===== config.mk =====
export PLATFORM = sky130hd
export DESIGN_NAME = keyed_polybius_square_cipher
export DESIGN_NICKNAME = d
export VERILOG_FILES = /design/src/design/kpsc_pkg.sv /design/src/design/kpsc_front.sv /design/src/design/kpsc_queue.sv /design/src/design/kpsc_back.sv /design/src/design/keyed_polybius_square_cipher.sv
export SDC_FILE = /design/constraint.sdc
export NUM_CORES = 1
export LEC_CHECK = 0
export BUFFER_PORTS_ARGS = -buffer_cell sky130_fd_sc_hd__buf_2
export CORE_ASPECT_RATIO = 1.5
export CORE_MARGIN = 4
export CORE_UTILIZATION = 25
export CTS_CLUSTER_DIAMETER = 60
export DETAILED_ROUTE_END_ITERATION = 8
export SLEW_MARGIN = 20
export SYNTH_ARGS = -nofsm -noshare
export SYNTH_HDL_FRONTEND = slang
export SYNTH_SLANG_ARGS = --single-unit

===== constraint.sdc =====
create_clock -name clock -period 6.3 [get_ports clock]
set_input_delay 0.63 -clock clock [delete_from_list [all_inputs] [get_ports clock]]
set_output_delay 0.63 -clock clock [all_outputs]
set_load 0.05 [all_outputs]

===== src/design/kpsc_pkg.sv =====
`timescale 1ns / 1ps
// Shared types and constants of the keyed Polybius square cipher.
// Used by the front end, the item queue, the back end and the top level.
package kpsc_pkg;

   localparam int SQUARE_SIDE  = 6;
   localparam int SYMBOL_COUNT = SQUARE_SIDE * SQUARE_SIDE;
   localparam int LETTER_COUNT = 26;
   localparam int SYM_W        = $clog2(SYMBOL_COUNT);
   localparam int FILL_W       = $clog2(SYMBOL_COUNT + 1);
   localparam int ROW_W        = $clog2(SQUARE_SIDE);
   localparam int QUEUE_DEPTH  = 2;

   localparam int CSR_ADDR_W   = 3;
   localparam int CSR_DATA_W   = 32;
   localparam int REQ_DATA_W   = 16;
   localparam int RSP_DATA_W   = 8;

   localparam logic [CSR_ADDR_W-3:0] REG_ENCRYPT_MODE = '0;

   localparam logic [7:0] CHAR_SPACE   = 8'h20;
   localparam logic [7:0] CHAR_ZERO    = 8'h30;
   localparam logic [7:0] CHAR_NINE    = 8'h39;
   localparam logic [7:0] CHAR_UPPER_A = 8'h41;
   localparam logic [7:0] CHAR_UPPER_Z = 8'h5A;
   localparam logic [7:0] CHAR_LOWER_A = 8'h61;
   localparam logic [7:0] CHAR_LOWER_Z = 8'h7A;
   localparam logic [7:0] CASE_OFFSET  = 8'h20;

   typedef logic [SYM_W-1:0] sym_type;

   // One classified input beat as it waits in the queue.
   typedef struct packed {
      logic             is_text;
      logic             key_start;
      logic             key_last;
      logic             sym_valid;
      sym_type          sym;
      logic             is_space;
      logic             is_row_digit;
      logic [ROW_W-1:0] digit;
   } item_type;

   typedef enum logic [1:0] {
      ST_IDLE,
      ST_LOOKUP,
      ST_COLUMN,
      ST_FILL
   } back_state_type;

endpackage


===== src/design/kpsc_front.sv =====
`timescale 1ns / 1ps
// Front end: accepts request beats and classifies the character.
// Depends on kpsc_pkg for the item type and character constants.
module kpsc_front (
   input  logic                             req_tvalid,
   output logic                             req_tready,
   input  logic [kpsc_pkg::REQ_DATA_W-1:0]  req_tdata,
   input  logic                             req_tuser,
   input  logic                             req_tlast,
   input  logic                             q_full,
   output logic                             q_push,
   output kpsc_pkg::item_type               q_item
);

   logic [7:0] ch;
   logic [7:0] upper;
   logic [7:0] offset;

   assign req_tready = !q_full;
   assign q_push     = req_tvalid && !q_full;
   assign ch         = req_tdata[7:0];

   always_comb begin
      upper  = ch;
      offset = '0;
      if (ch >= kpsc_pkg::CHAR_LOWER_A && ch <= kpsc_pkg::CHAR_LOWER_Z) begin
         upper = ch - kpsc_pkg::CASE_OFFSET;
      end

      q_item.is_text   = req_tuser;
      q_item.key_start = req_tdata[8];
      q_item.key_last  = req_tlast;
      q_item.sym_valid = 1'b0;
      q_item.sym       = '0;

      if (upper >= kpsc_pkg::CHAR_UPPER_A && upper <= kpsc_pkg::CHAR_UPPER_Z) begin
         offset           = upper - kpsc_pkg::CHAR_UPPER_A;
         q_item.sym_valid = 1'b1;
         q_item.sym       = offset[kpsc_pkg::SYM_W-1:0];
      end else if (ch >= kpsc_pkg::CHAR_ZERO && ch <= kpsc_pkg::CHAR_NINE) begin
         offset           = (ch - kpsc_pkg::CHAR_ZERO) + 8'(kpsc_pkg::LETTER_COUNT);
         q_item.sym_valid = 1'b1;
         q_item.sym       = offset[kpsc_pkg::SYM_W-1:0];
      end

      q_item.is_space     = (ch == kpsc_pkg::CHAR_SPACE);
      q_item.is_row_digit = (ch >= kpsc_pkg::CHAR_ZERO) &&
                            (ch < kpsc_pkg::CHAR_ZERO + 8'(kpsc_pkg::SQUARE_SIDE));
      q_item.digit        = kpsc_pkg::ROW_W'(ch - kpsc_pkg::CHAR_ZERO);
   end

endmodule


===== src/design/kpsc_queue.sv =====
`timescale 1ns / 1ps
// Short FIFO of classified items between the front and back ends.
// Depends on kpsc_pkg for the item type.
module kpsc_queue #(
   parameter int DEPTH = kpsc_pkg::QUEUE_DEPTH
) (
   input  logic               clock,
   input  logic               reset,
   input  logic               push,
   input  kpsc_pkg::item_type push_item,
   input  logic               pop,
   output kpsc_pkg::item_type head,
   output logic               full,
   output logic               empty
);

   localparam int PTR_W = (DEPTH > 1) ? $clog2(DEPTH) : 1;
   localparam int CNT_W = $clog2(DEPTH + 1);

   kpsc_pkg::item_type slots [DEPTH];
   logic [PTR_W-1:0] wr_ptr_ff, wr_ptr_in;
   logic [PTR_W-1:0] rd_ptr_ff, rd_ptr_in;
   logic [CNT_W-1:0] count_ff, count_in;
   logic             do_push;
   logic             do_pop;

   assign full    = (count_ff == CNT_W'(DEPTH));
   assign empty   = (count_ff == '0);
   assign do_push = push && !full;
   assign do_pop  = pop && !empty;
   assign head    = slots[rd_ptr_ff];

   always_comb begin
      wr_ptr_in = wr_ptr_ff;
      rd_ptr_in = rd_ptr_ff;
      count_in  = count_ff;
      if (do_push) begin
         wr_ptr_in = (wr_ptr_ff == PTR_W'(DEPTH - 1)) ? '0 : wr_ptr_ff + 1'b1;
      end
      if (do_pop) begin
         rd_ptr_in = (rd_ptr_ff == PTR_W'(DEPTH - 1)) ? '0 : rd_ptr_ff + 1'b1;
      end
      if (do_push && !do_pop) begin
         count_in = count_ff + 1'b1;
      end else if (do_pop && !do_push) begin
         count_in = count_ff - 1'b1;
      end
   end

   always_ff @(posedge clock) begin
      if (reset) begin
         wr_ptr_ff <= '0;
         rd_ptr_ff <= '0;
         count_ff  <= '0;
      end else begin
         wr_ptr_ff <= wr_ptr_in;
         rd_ptr_ff <= rd_ptr_in;
         count_ff  <= count_in;
      end
   end

   always_ff @(posedge clock) begin
      if (do_push) begin
         slots[wr_ptr_ff] <= push_item;
      end
   end

endmodule


===== src/design/kpsc_back.sv =====
`timescale 1ns / 1ps
// Back end: holds the square, runs key updates, the alphabet fill and lookups,
// and drives the result register. Depends on kpsc_pkg.
module kpsc_back (
   input  logic                             clock,
   input  logic                             reset,
   input  kpsc_pkg::item_type               head,
   input  logic                             q_empty,
   output logic                             q_pop,
   input  logic                             encrypt_mode,
   input  logic                             row_clear,
   output logic                             rsp_tvalid,
   input  logic                             rsp_tready,
   output logic [kpsc_pkg::RSP_DATA_W-1:0]  rsp_tdata,
   output logic                             rsp_tuser,
   output logic                             rsp_tlast
);

   localparam int SYM_W  = kpsc_pkg::SYM_W;
   localparam int FILL_W = kpsc_pkg::FILL_W;
   localparam int ROW_W  = kpsc_pkg::ROW_W;
   localparam int COUNT  = kpsc_pkg::SYMBOL_COUNT;
   localparam int SIDE   = kpsc_pkg::SQUARE_SIDE;

   function automatic logic [7:0] char_of(input kpsc_pkg::sym_type s);
      logic [7:0] wide;
      wide = 8'(s);
      if (wide < 8'(kpsc_pkg::LETTER_COUNT)) begin
         return kpsc_pkg::CHAR_UPPER_A + wide;
      end
      return kpsc_pkg::CHAR_ZERO + (wide - 8'(kpsc_pkg::LETTER_COUNT));
   endfunction

   function automatic logic [ROW_W-1:0] row_of(input kpsc_pkg::sym_type p);
      logic [ROW_W-1:0] r;
      r = '0;
      for (int k = 1; k < SIDE; k++) begin
         if (p >= SYM_W'(k * SIDE)) begin
            r = ROW_W'(k);
         end
      end
      return r;
   endfunction

   kpsc_pkg::sym_type square_mem   [COUNT];
   kpsc_pkg::sym_type position_mem [COUNT];
   kpsc_pkg::sym_type rd_square_ff;
   kpsc_pkg::sym_type rd_position_ff;

   kpsc_pkg::back_state_type state_ff, state_in;
   logic [COUNT-1:0]  present_ff, present_in;
   logic [FILL_W-1:0] fill_ff, fill_in;
   logic              keyed_ff, keyed_in;
   logic              pend_ff, pend_in;
   logic [ROW_W-1:0]  held_ff, held_in;
   kpsc_pkg::sym_type idx_ff, idx_in;
   kpsc_pkg::sym_type look_key_ff, look_key_in;
   logic              look_enc_ff, look_enc_in;
   logic [ROW_W-1:0]  col_ff, col_in;
   logic              out_valid_ff, out_valid_in;
   logic [7:0]        out_char_ff, out_char_in;
   logic              out_last_ff, out_last_in;
   logic              out_err_ff, out_err_in;

   logic              wr_en;
   kpsc_pkg::sym_type wr_cell;
   kpsc_pkg::sym_type wr_sym;
   logic              out_free;
   kpsc_pkg::sym_type pair_cell;
   kpsc_pkg::sym_type pos;
   logic [ROW_W-1:0]  row;

   assign out_free   = !out_valid_ff || rsp_tready;
   assign rsp_tvalid = out_valid_ff;
   assign rsp_tdata  = out_char_ff;
   assign rsp_tlast  = out_last_ff;
   assign rsp_tuser  = out_err_ff;
   assign pair_cell  = (SYM_W'(held_ff) * SYM_W'(SIDE)) + SYM_W'(head.digit);
   assign pos        = keyed_ff ? rd_position_ff : look_key_ff;
   assign row        = row_of(pos);

   always_comb begin
      state_in     = state_ff;
      present_in   = present_ff;
      fill_in      = fill_ff;
      keyed_in     = keyed_ff;
      pend_in      = pend_ff;
      held_in      = held_ff;
      idx_in       = idx_ff;
      look_key_in  = look_key_ff;
      look_enc_in  = look_enc_ff;
      col_in       = col_ff;
      out_valid_in = out_valid_ff && !rsp_tready;
      out_char_in  = out_char_ff;
      out_last_in  = out_last_ff;
      out_err_in   = out_err_ff;
      q_pop        = 1'b0;
      wr_en        = 1'b0;
      wr_cell      = fill_ff[SYM_W-1:0];
      wr_sym       = head.sym;

      unique case (state_ff)
         kpsc_pkg::ST_IDLE: begin
            if (!q_empty && out_free) begin
               q_pop = 1'b1;
               if (!head.is_text) begin
                  if (head.key_start) begin
                     present_in = '0;
                     fill_in    = '0;
                     pend_in    = 1'b0;
                     keyed_in   = 1'b1;
                  end
                  if (head.sym_valid && !present_in[head.sym] &&
                      fill_in < FILL_W'(COUNT)) begin
                     wr_en              = 1'b1;
                     wr_cell            = fill_in[SYM_W-1:0];
                     present_in[head.sym] = 1'b1;
                     fill_in            = fill_in + 1'b1;
                  end
                  if (head.key_last) begin
                     idx_in   = '0;
                     state_in = kpsc_pkg::ST_FILL;
                  end
               end else if (encrypt_mode) begin
                  if (head.is_space) begin
                     out_valid_in = 1'b1;
                     out_char_in  = kpsc_pkg::CHAR_SPACE;
                     out_last_in  = 1'b1;
                     out_err_in   = 1'b0;
                  end else if (head.sym_valid && present_ff[head.sym]) begin
                     look_key_in = head.sym;
                     look_enc_in = 1'b1;
                     state_in    = kpsc_pkg::ST_LOOKUP;
                  end
               end else if (!pend_ff) begin
                  if (head.is_space) begin
                     out_valid_in = 1'b1;
                     out_char_in  = kpsc_pkg::CHAR_SPACE;
                     out_last_in  = 1'b1;
                     out_err_in   = 1'b0;
                  end else if (head.is_row_digit) begin
                     held_in = head.digit;
                     pend_in = 1'b1;
                  end else begin
                     out_valid_in = 1'b1;
                     out_char_in  = '0;
                     out_last_in  = 1'b1;
                     out_err_in   = 1'b1;
                  end
               end else begin
                  pend_in = 1'b0;
                  if (head.is_row_digit && FILL_W'(pair_cell) < fill_ff) begin
                     look_key_in = pair_cell;
                     look_enc_in = 1'b0;
                     state_in    = kpsc_pkg::ST_LOOKUP;
                  end else begin
                     out_valid_in = 1'b1;
                     out_char_in  = '0;
                     out_last_in  = 1'b1;
                     out_err_in   = 1'b1;
                  end
               end
            end
         end
         kpsc_pkg::ST_LOOKUP: begin
            if (out_free) begin
               out_valid_in = 1'b1;
               out_err_in   = 1'b0;
               if (look_enc_ff) begin
                  out_char_in = kpsc_pkg::CHAR_ZERO + 8'(row);
                  out_last_in = 1'b0;
                  col_in      = ROW_W'(pos - (SYM_W'(row) * SYM_W'(SIDE)));
                  state_in    = kpsc_pkg::ST_COLUMN;
               end else begin
                  out_char_in = char_of(keyed_ff ? rd_square_ff : look_key_ff);
                  out_last_in = 1'b1;
                  state_in    = kpsc_pkg::ST_IDLE;
               end
            end
         end
         kpsc_pkg::ST_COLUMN: begin
            if (out_free) begin
               out_valid_in = 1'b1;
               out_char_in  = kpsc_pkg::CHAR_ZERO + 8'(col_ff);
               out_last_in  = 1'b1;
               out_err_in   = 1'b0;
               state_in     = kpsc_pkg::ST_IDLE;
            end
         end
         kpsc_pkg::ST_FILL: begin
            wr_sym = idx_ff;
            if (!present_ff[idx_ff] && fill_ff < FILL_W'(COUNT)) begin
               wr_en              = 1'b1;
               present_in[idx_ff] = 1'b1;
               fill_in            = fill_ff + 1'b1;
            end
            if (idx_ff == SYM_W'(COUNT - 1)) begin
               state_in = kpsc_pkg::ST_IDLE;
            end else begin
               idx_in = idx_ff + 1'b1;
            end
         end
         default: begin
            state_in = kpsc_pkg::ST_IDLE;
         end
      endcase

      if (row_clear) begin
         pend_in = 1'b0;
      end
   end

   always_ff @(posedge clock) begin
      if (reset) begin
         state_ff     <= kpsc_pkg::ST_IDLE;
         present_ff   <= '1;
         fill_ff      <= FILL_W'(COUNT);
         keyed_ff     <= 1'b0;
         pend_ff      <= 1'b0;
         held_ff      <= '0;
         idx_ff       <= '0;
         out_valid_ff <= 1'b0;
      end else begin
         state_ff     <= state_in;
         present_ff   <= present_in;
         fill_ff      <= fill_in;
         keyed_ff     <= keyed_in;
         pend_ff      <= pend_in;
         held_ff      <= held_in;
         idx_ff       <= idx_in;
         out_valid_ff <= out_valid_in;
      end
   end

   always_ff @(posedge clock) begin
      look_key_ff <= look_key_in;
      look_enc_ff <= look_enc_in;
      col_ff      <= col_in;
      out_char_ff <= out_char_in;
      out_last_ff <= out_last_in;
      out_err_ff  <= out_err_in;
   end

   // Square memories: one write port each, read at the next lookup key.
   always_ff @(posedge clock) begin
      if (wr_en) begin
         square_mem[wr_cell]  <= wr_sym;
         position_mem[wr_sym] <= wr_cell;
      end
      rd_square_ff   <= square_mem[look_key_in];
      rd_position_ff <= position_mem[look_key_in];
   end

endmodule


===== src/design/keyed_polybius_square_cipher.sv =====
`timescale 1ns / 1ps
// Keyed 6x6 Polybius square cipher over A-Z and 0-9, top level.
// Request beats enter on req_*, result beats leave on rsp_*, and the mode
// register is written over the csr_* port. The front end classifies each
// request beat and parks it in a short queue; the back end owns the square.
// Key beats (req_tuser 0) build the square and give no result. A key beat with
// tlast set starts a fill pass that appends the missing symbols.
// Text beats (req_tuser 1) give zero, one or two result beats; rsp_tlast marks
// the final result beat of a text beat and rsp_tuser flags an error.
// A space or an error gives its result beat straight from ST_IDLE through the
// result register. A decrypted symbol or a row digit first passes ST_LOOKUP,
// since the square memories have a registered read port; the column digit
// then follows from ST_COLUMN once the result register is free. The back end
// takes no new beat from the queue until it is back in ST_IDLE, so a lookup,
// a digit pair or a fill pass holds the queue.
// After reset the square holds the unkeyed order and encryption is selected.
// A stalled receiver holds the result register; the queue then fills and
// req_tready drops until the results are taken.
module keyed_polybius_square_cipher #(
   parameter int QUEUE_DEPTH = kpsc_pkg::QUEUE_DEPTH
) (
   input  logic                             clock,
   input  logic                             reset,
   // req_tdata: char_code [7:0], key_start [8], zero fill [15:9]
   input  logic                             req_tvalid,
   output logic                             req_tready,
   input  logic [kpsc_pkg::REQ_DATA_W-1:0]  req_tdata,
   // req_tuser: operation (0 key, 1 text)
   input  logic                             req_tuser,
   input  logic                             req_tlast,
   // rsp_tdata: out_char [7:0]
   output logic                             rsp_tvalid,
   input  logic                             rsp_tready,
   output logic [kpsc_pkg::RSP_DATA_W-1:0]  rsp_tdata,
   // rsp_tuser: error
   output logic                             rsp_tuser,
   output logic                             rsp_tlast,
   input  logic                             csr_psel,
   input  logic                             csr_penable,
   input  logic                             csr_pwrite,
   input  logic [kpsc_pkg::CSR_ADDR_W-1:0]  csr_paddr,
   input  logic [kpsc_pkg::CSR_DATA_W-1:0]  csr_pwdata,
   output logic [kpsc_pkg::CSR_DATA_W-1:0]  csr_prdata,
   output logic                             csr_pready
);

   logic               encrypt_mode_ff, encrypt_mode_in;
   logic               mode_write;
   logic               reg_hit;
   logic               q_push;
   logic               q_pop;
   logic               q_full;
   logic               q_empty;
   kpsc_pkg::item_type q_item;
   kpsc_pkg::item_type q_head;

   // The register index is the word address; byte-lane bits are not decoded.
   assign reg_hit    = (csr_paddr[kpsc_pkg::CSR_ADDR_W-1:2] == kpsc_pkg::REG_ENCRYPT_MODE);
   assign csr_pready = 1'b1;
   assign mode_write = csr_psel && csr_penable && csr_pwrite && reg_hit;
   assign csr_prdata = reg_hit ? kpsc_pkg::CSR_DATA_W'(encrypt_mode_ff) : '0;

   always_comb begin
      encrypt_mode_in = encrypt_mode_ff;
      if (mode_write) begin
         encrypt_mode_in = csr_pwdata[0];
      end
   end

   always_ff @(posedge clock) begin
      if (reset) begin
         encrypt_mode_ff <= 1'b1;
      end else begin
         encrypt_mode_ff <= encrypt_mode_in;
      end
   end

   kpsc_front u_front (
      .req_tvalid (req_tvalid),
      .req_tready (req_tready),
      .req_tdata  (req_tdata),
      .req_tuser  (req_tuser),
      .req_tlast  (req_tlast),
      .q_full     (q_full),
      .q_push     (q_push),
      .q_item     (q_item)
   );

   kpsc_queue #(
      .DEPTH (QUEUE_DEPTH)
   ) u_queue (
      .clock     (clock),
      .reset     (reset),
      .push      (q_push),
      .push_item (q_item),
      .pop       (q_pop),
      .head      (q_head),
      .full      (q_full),
      .empty     (q_empty)
   );

   // A mode write also drops any pending decrypt row.
   kpsc_back u_back (
      .clock        (clock),
      .reset        (reset),
      .head         (q_head),
      .q_empty      (q_empty),
      .q_pop        (q_pop),
      .encrypt_mode (encrypt_mode_ff),
      .row_clear    (mode_write),
      .rsp_tvalid   (rsp_tvalid),
      .rsp_tready   (rsp_tready),
      .rsp_tdata    (rsp_tdata),
      .rsp_tuser    (rsp_tuser),
      .rsp_tlast    (rsp_tlast)
   );

endmodule

# Word-level counts from Yosys, hierarchy flattened
# Memories as Yosys holds them, arrays and structs flattened. A register that Yosys moved wholly into a read port is not among the register bits.
# Index checks and enable logic that the tools add are counted.
[totals] out_inout_bits=45 elab_cells=292 ff_bits=81 ram_bits=462 n_memories=3 inputBits=60
[classes] addsub=18 bitwise=7 muxes=146 n_reduce_logical=51 multipliers=2 n_eq_ne=27 magnitude_cmp=20
[memory_table] name="u_back.position_mem" depth=36 word_bits=6 rd=1 rd_clocked_by_memory_dff=1 write_ports=1 line_no="kpsc_back.sv:46" text="kpsc_pkg::sym_type position_mem [COUNT];"
[memory_table] name="u_back.square_mem" depth=36 word_bits=6 rd=1 rd_clocked_by_memory_dff=1 write_ports=1 line_no="kpsc_back.sv:45" text="kpsc_pkg::sym_type square_mem [COUNT];"
[memory_table] name="u_queue.slots" depth=2 word_bits=15 rd=1 rd_clocked_by_memory_dff=1 write_ports=1 line_no="kpsc_queue.sv:20" text="kpsc_pkg::item_type slots [DEPTH];"
[ops] operator="36-bit 2-to-1 mux" count=8
[ops] operator="6-bit 2-to-1 mux" count=27
[ops] operator="8-bit 2-to-1 mux" count=14
[ops] operator="36-bit bitwise OR" count=2
[ops] operator="36-bit case mux with 2 select lines" count=1
[ops] operator="1-bit 2-to-1 mux" count=63
[ops] operator="2-bit 2-to-1 mux" count=16
[ops] operator="4-bit inequality test (second input constant)" count=6
[ops] operator="6-bit case mux with 2 select lines" count=2
[ops] operator="8-bit case mux with 3 select lines" count=1
[ops] operator="1-bit logical AND" count=21
[ops] operator="7-bit AND reduction" count=3
[ops] operator="6-bit by 1-bit adder with 6-bit output (second input constant)" count=3
[ops] operator="1-bit binary-select mux with 6-bit select" count=3
[ops] operator="6-bit by 5-bit >= comparator with 1-bit output (second input constant)" count=3
[ops] operator="8-bit by 7-bit >= comparator with 1-bit output (second input constant)" count=2
[ops] operator="8-bit by 7-bit <= comparator with 1-bit output (second input constant)" count=2
[ops] operator="2-bit by 1-bit inequality test with 1-bit output (second input constant)" count=8
[ops] operator="6-bit by 3-bit adder with 7-bit output (first input constant)" count=2
[ops] operator="6-bit by 7-bit less-than comparator with 1-bit output (second input constant)" count=2
[ops] operator="7-bit 2-to-1 mux" count=2
[ops] operator="1-bit demux with 6-bit select" count=2
[ops] operator="6-bit by 1-bit >= comparator with 1-bit output (second input constant)" count=2
[ops] operator="6-bit less-than comparator (second input constant)" count=2
[ops] operator="44 further kinds" count=74

# Longest topological paths before layout
# Gate-level depths: netlist of run 1.
[logic_depth] word_depth=16 ltp_mapped=25 mapped_depth_nobuf=19

# Modules after synthesis
# A second synthesis of run 1 with hierarchy kept.
[hier_totals] cells_unflattened=2161 hier_area_um2=25644.6
[by_module_without_submodules] module="kpsc_back" cells_per_inst=1975 instances=1 seq_area_each_um2=14874.3 area_per_inst_um2=23511.3
[by_module_without_submodules] module="kpsc_queue" cells_per_inst=72 instances=1 seq_area_each_um2=1001.0 area_per_inst_um2=1297.5
[by_module_without_submodules] module="kpsc_front" cells_per_inst=74 instances=1 seq_area_each_um2=0.0 area_per_inst_um2=530.5
[by_module_without_submodules] module="keyed_polybius_square_cipher" cells_per_inst=40 instances=1 seq_area_each_um2=20.0 area_per_inst_um2=305.3

# Worst setup path after synthesis of run 1
# Ideal clock, no wire load.
[synth_path] path_type="register to register" start="register with a tool-made name" end="register u_back.rd_square_ff[2] (read register of u_back.square_mem)" required_ns=6.184 period_less_slack_ns=5.089 setup_slack_ns=1.211 arrival_ns=4.973 setup_time_ns=0.116 n_path_buf=7 stages_incl_launch_ff=24 cell_sequence="dfxtp_1 > buf_6 > buf_2 > buf_2 > buf_2 > mux2_2 > ha_1 > fa_1 > nor3b_1 > xnor2_1 > ha_1 > a2111o_1 > o21ba_2 > o21ba_2 > a211o_1 > o21a_1 > buf_6 > buf_2 > buf_2 > a21oi_1 > a32oi_1 > o2bb2ai_1 > a221oi_2 > a41o_1"
[synth_lines] element="to (decl)" line_no="kpsc_back.sv:47" text="kpsc_pkg::sym_type rd_square_ff;"

==> qor.csv, run 1 <==
metric;value;unit
slew_viol_final;0;
drive_gt1_share;9.36;%
grt_max_degree;109;
grt_use_met3;1.10;%
syn2layout_area_growth;12.7;%
cts-root-buf;clkbuf_16;
drt_iter0_drc;1385;
yosys_warnings;0;
vias;17600;
seq_area_frac_synth;62.1;%
fin_cells;3559;
synth-edff-count;476;
synth_top_cell_by_area;edfxtp_1;
worstPathRequired;6.86;ns
cts_sinks;556;
io-pin-count;105;
avgRoutedWirePerCell;19.1;um
finalWirelength;67.9;mm
power.density;387;nW/um^2
antenna_found_initial;1;
postCtsHoldBufs;0;
status;finished, final reports clean;
place_inst;3470;
drt-pass1-iter-count;5;
end_kind;register;
remaining_drc_errors;0;
grt_usage;12.0;%
power;11.2;mW
port_buffers;32;
vdd_ir_drop_max;0.000219;V
cp.arrival;6.47;ns
core.rowCount;143;
grt_util_met2;23.6;%
synth.area.top_cells;edfxtp_1 56%, dfxtp_1 6.3%, nand2_1 6.0%;
diodes;0;
synthArstFlopShare;0;%
met1_usage;13.2;%
worstMarginPinSlew;0.934;ns
worstPathMaxFanout;42;
clkTransAtPathRegs;0.07;ns
ys.flop_type;edfxtp_1;
initial_core_util;25.2;%
syn_area;25600;um^2
power.leakage;10.0;nW
cts_buffers;49;
syn_avg_cell_area;11.6;um^2
cts_resized;0;
top_usage_layer;met2;
cts_max_level;2;
ys_types;79;
netlist_instances;2215;
die_y;400;um
mostFrequentLayoutCell;edfxtp_1;
vias_per_cell;4.96;
clock_latency;0.62;ns
routabilityCongestion;0.874;
dp_hpwl;45.0;mm
finalClockSkew;0.0349;ns
fin_crit_sh;93.7;%
worst_slack;0.394;ns
place_ws;0.385;ns
tritoncts;yes;
die_x;269;um
worst_setup_path_start_kind;register;
coreArea;101000;um^2
grt_pass1_wl;103;mm
ant_nets;0;
ys_seq_elements;556;
setup_viol;0;
maxCapViolCount;0;
fmax;169;MHz
cts.path.max_buffers;3;
layout_common_cells;476 x edfxtp_1, 408 x nand2_1, 142 x a21oi_1;
synth_top_area_share;55.8;%
final-hold-violation-count;0;
relSlewSlack;37.6;%
min_period;5.91;ns
final_nets;2313;
dieArea;108000;um^2
grt_overflow;0;
grt_pass1_vias;16900;
fin_tns_setup;0;ns
rsz0062_at_grt;no;
hold_class;primary input to register;
critPathKind;register to register;
postCtsSetupBuffers;0;
-- per-stage QoR --
| step | hold WS [ns] | cell area (um^2) | util (%) |
|---|---|---|---|
| 6_report | 0.213 | 28900 | 28.5 |
| 5_1_grt | 0.201 | 28900 | 28.5 |
| 4_1_cts | 0.183 | 28800 | 28.4 |
| 3_5_place_dp | 0.505 | 27200 | 26.9 |
| 3_3_place_gp | 0.489 | 27200 | 26.9 |
| 2_1_floorplan | 0.472 | 25700 | - |
-- cell type report --
class / instances / area, um^2
clock inverter: 28 / 318
fill: 10300 / 72600
timing repair buffer: 87 / 681
multi-input combinational: 1472 / 8870
inverter: 51 / 201
sequential: 556 / 15900
tap: 1305 / 1630
clock buffer: 60 / 1280
-- Yosys cell counts, types with 17 or more instances --
| cell type | instances |
|---|---|
| buf_2 | 46 |
| mux2_2 | 19 |
| a32oi_1 | 17 |
| o21bai_1 | 41 |
| nand2_1 | 408 |
| edfxtp_1 | 476 |
| a22oi_1 | 27 |
| nor2_1 | 137 |
| buf_4 | 42 |
| clkbuf_1 | 68 |
| a21oi_1 | 147 |
| a32o_1 | 85 |
| dfxtp_1 | 80 |
| xnor2_1 | 19 |
| nor3_1 | 31 |
| and3_1 | 58 |
| inv_1 | 49 |
| ha_1 | 34 |
| a31oi_1 | 43 |
| o21ai_0 | 95 |
| mux2i_1 | 28 |
| nand3_1 | 19 |
| nor2b_1 | 21 |
-- where the power goes --
| group | internal (mW) | switching (mW) | total, mW |
|---|---|---|---|
| Clock | 1.67 | 1.39 | 3.05 |
| Sequential | 4.58 | 0.230 | 4.81 |
| Combinational | 1.02 | 2.28 | 3.30 |
-- cells by family (layout without fill, tap and decap cells) --
kind of cell    Yosys count  after routing  share of synthesized area, %
compound gates          594            594                          16.3
xor+xnor                 28             28                         0.957
fa+ha+maj                36             36                          1.82
buf+inv                 218            226                          4.19
flops                   556            556                          62.1
mux                      50             50                          2.13
other cells               2             33                        0.0293
simple gates            731            731                          12.5
-- routing by layer --
| metal | routed length, um | up-vias |
|---|---|---|
| li1 | - | 8242 |
| met1 | 25600 | 8740 |
| met2 | 36800 | 506 |
| met3 | 2640 | 150 |
| met4 | 2830 | 2 |
| met5 | 13 | - |
-- final timing paths --
| check | depth (start not counted) | to | slack [ns] | startpoint |
|---|---|---|---|---|
| hold reg to reg | 2 | u_queue.count_ff[1] | 0.52 | u_queue.count_ff[1] |
| setup / recovery | 18 | u_back.rd_position_ff[4] | 0.39 | register |
| setup reg to reg | 18 | u_back.rd_position_ff[4] | 0.39 | register |
| hold / removal | 1 | u_queue.slots[1][13] | 0.21 | req_tdata[8] |
-- worst max-delay path: stages, from the launching register on --
cell and delay [ns]:
dfxtp_1 0.37, mux2_2 0.37, ha_1 0.23, fa_1 0.40, nor3b_1 0.17, xnor2_1 0.30
ha_1 0.31, a2111o_1 0.45, nor2_2 0.37, o21ba_2 0.19, o22ai_1 0.06, a211o_1 0.61
inv_6 0.45, buf_12 0.22, a21oi_1 0.05, a32o_1 0.21, o2bb2ai_1 0.18, a221oi_1 0.60
a41o_1 0.26
-- flip-flops by register name (all words and copies together), names as in the netlist, 2 cells and up, named ones only --
| signal | flops |
|---|---|
| u_back.state_ff | 2 |
| u_back.look_key_ff | 6 |
| u_queue.slots | 30 |
| u_back.present_ff | 36 |
| u_back.position_mem | 216 |
| u_back.fill_ff | 6 |
| u_back.rd_position_ff | 6 |
| u_back.held_ff | 3 |
| u_back.col_ff | 3 |
| u_queue.count_ff | 2 |
| u_back.idx_ff | 6 |
| u_back.square_mem | 216 |
| u_back.rsp_tdata | 8 |
| u_back.rd_square_ff | 6 |
Power figures use the tool's default switching activity.
==> run 2: changes to the inputs <==
Settings changed: HOLD_SLACK_MARGIN set to 0.05.
Clock period 6.3 ns to 4.75 ns, I/O delays scaled along.
==> qor.csv, run 2 (synthesis gave the netlist of run 1 again) <==
metric;value;unit;change
fin_crit_sh;97.9;%;was 93.7%
ff2ff_path_depth;20;;was 18
grt_overflow;0;;unchanged
rsz0062_at_grt;yes;;was no
initial_core_util;25.2;%;unchanged
grt_usage;12.4;%;was 12.0%
worst_slack;0.102;ns;was 0.394 ns
grt_pass1_vias;17800;;was 16,900
drt_iter0_drc;1343;;was 1,385
hold_class;primary input to register;;unchanged
worst_setup_path_start_kind;register;;unchanged
power.density;498;nW/um^2;was 387 nW/um^2
critPathKind;register to register;;unchanged
coreArea;101000;um^2;unchanged
vias;18000;;was 17,600
dieArea;108000;um^2;unchanged
maxCapViolCount;0;;unchanged
endpoint;u_back.rd_position_ff[3];;was u_back.rd_position_ff[4]
min_period;4.65;ns;was 5.91 ns
grt_pass1_wl;105;mm;was 103 mm
clkTransAtPathRegs;0.07;ns;about the same
avgRoutedWirePerCell;19.2;um;was 19.1 um
syn2layout_area_growth;19.1;%;was 12.7%
worstPathRequired;5.30;ns;was 6.86 ns
seq_area;15900;um^2;about the same
finalWirelength;70.4;mm;was 67.9 mm
switchingPower;5.29;mW;was 3.90 mW
cts-root-buf;clkbuf_16;;unchanged
port_buffers;32;;unchanged
fin_util;30.1;%;was 28.5%
hold_depth;1;;unchanged
clock_power_share;26.9;%;was 27.3%
tritoncts;yes;;unchanged
reg_top3;u_back.position_mem (216), u_back.square_mem (216), u_back.present_ff (36);;unchanged
seqPwrFrac;42.2;%;was 43.1%
routabilityCongestion;0.901;;was 0.874
cts_max_level;2;;unchanged
mostFrequentLayoutCell;edfxtp_1;;unchanged
die_x;269;um;unchanged
io-pin-count;105;;unchanged
cp.arrival;5.20;ns;was 6.47 ns
vdd_ir_drop_max;0.000312;V;was 0.000219 V
diodes;0;;unchanged
end_kind;register;;unchanged
path_buf_inv;6;;was 2
vias_per_cell;4.90;;was 4.96
reg2reg_slack;0.10;ns;was 0.39 ns
finalClockSkew;0.0238;ns;was 0.0349 ns
drive_gt1_share;15.6;%;was 9.36%
status;finished, final reports clean;;unchanged
cts_buffers;51;;was 49
multi_input_area;9170;um^2;was 8870 um^2
die_y;400;um;unchanged
place_ws;-0.114;ns;was 0.385 ns
remaining_drc_errors;0;;unchanged
ant_nets;0;;unchanged
dp_hpwl;47.0;mm;was 45.0 mm
slew_viol_final;0;;unchanged
clock_latency;0.61;ns;was 0.62 ns
crit_path_max_incr_delay;0.41;ns;was 0.61 ns
worstMarginPinSlew;0.861;ns;was 0.934 ns
crit_path_cell_trace;mux2_4 > ha_4 > fa_2 > nor3b_2 > xnor2_1 > buf_4 > ha_4 > a2111o_1 > buf_4 > nor4_1 > o21ba_2 > o22ai_1 > a211o_1 > inv_6 > buf_12 > buf_4 > a32o_1 > a221oi_2 > buf_4 > a41o_1;;was mux2_2 > ha_1 > fa_1 > nor3b_1 > xnor2_1 > ha_1 > a2111o_1 > nor2_2 > o21ba_2 > o22ai_1 > a211o_1 > inv_6 > buf_12 > a21oi_1 > a32o_1 > o2bb2ai_1 > a221oi_1 > a41o_1
final-hold-violation-count;0;;unchanged
crit_path_top_delay_cell;a2111o_1;;was a211o_1
cp.depth;20;;was 18
p_int;9.91;mW;was 7.27 mW
final_nets;2424;;was 2,313
power.leakage;10.8;nW;was 10.0 nW
cts.path.max_buffers;3;;unchanged
path_delay_family;compound AO/OA/AOI/OAI gates;;unchanged
setup_viol;0;;unchanged
fmax;215;MHz;was 169 MHz
crit_top_cell;buf_4;;was ha_1
relSlewSlack;41.1;%;was 37.6%
p_comb_share;30.9;%;was 29.6%
drt-pass1-iter-count;5;;unchanged
core.rowCount;143;;unchanged
grt_max_degree;59;;was 109
swShare;34.8;%;was 34.9%
worstPathMaxFanout;33;;was 42
rr_endpoint;u_back.rd_position_ff[3];;was u_back.rd_position_ff[4]
layout_common_cells;476 x edfxtp_1, 408 x nand2_1, 140 x a21oi_1;;was 476 x edfxtp_1, 408 x nand2_1, 142 x a21oi_1
antenna_found_initial;0;;was 1
cts_sinks;556;;unchanged
n_fill_cell;10100;;was 10,300
run 2: cell count changes in the layout (fill, tap and decap cells not counted), moves of 9 or more:
cell,delta
buf_12,+13
clkbuf_16,+9
buf_4,+70
o2bb2ai_2,+9
a22oi_2,+9
a22oi_1,-9
o2bb2ai_1,-9
run 2: stage by stage:
step                std cells  TNS (ns)  power (mW)  instance area [um^2]  hold WS, ns
global placement         3554    -0.124        10.9                 28100        0.489
CTS                      3666         0        15.2                 30100       0.0505
detailed placement       3554    -0.560        11.0                 28100        0.503
floorplan                2246         0        9.39                 25800        0.472
finish                   3675         0        15.2                 30500       0.0737
global route             3675    -0.291        15.9                 30500       0.0755
run 2: worst min path at each step:
stage | slack (ns) | start | to
after floorplan | 0.47 | u_queue.count_ff[1] | u_queue.count_ff[1]
after global placement | 0.49 | u_queue.rd_ptr_ff | u_queue.rd_ptr_ff
after detailed placement | 0.50 | u_back.present_ff[34] | u_back.present_ff[34]
after CTS | 0.05 | req_tdata[8] | u_queue.slots[1][13]
after global routing | 0.08 | req_tdata[8] | u_queue.slots[1][13]
final | 0.07 | req_tdata[8] | u_queue.slots[1][13]
run 2: area by class of cell:
type	count	area share [%]
Sequential cell	556	52.1
Multi-Input combinational cell	1472	30.0
Timing Repair Buffer	195	6.36
Tap cell	1305	5.35
Clock buffer	66	4.47
Clock inverter	29	0.968
Inverter	51	0.685
Timing Repair inverter	1	0.0287
run 2: power by group through the flow:
stage          clock network (mW)  logic (mW)  registers, mW
2_1_floorplan                   0        2.90           6.49
3_5_place_dp                    0        4.49           6.49
6_report                     4.09        4.70           6.41
4_1_cts                      4.18        4.60           6.39
3_3_place_gp                    0        4.42           6.49
5_1_grt                      4.39        5.10           6.43
run 2: metal layers:
metal,share of wire (%),global-route usage [%],up-vias
met5,0,0,-
met4,4.7,5.79,0
met3,3.8,1.39,165
met2,55,24.5,527
met1,37,13.1,8831
li1,-,-,8497
run 2: timing repair:
item,4_1_cts,5_1_grt
gates resized for setup,30,46
pin swaps,3,14
buffers inserted,10,4
hold buffers,2,0
gates cloned,5,8
endpoints found under the setup margin,12,27
hold endpoints to repair,4,0
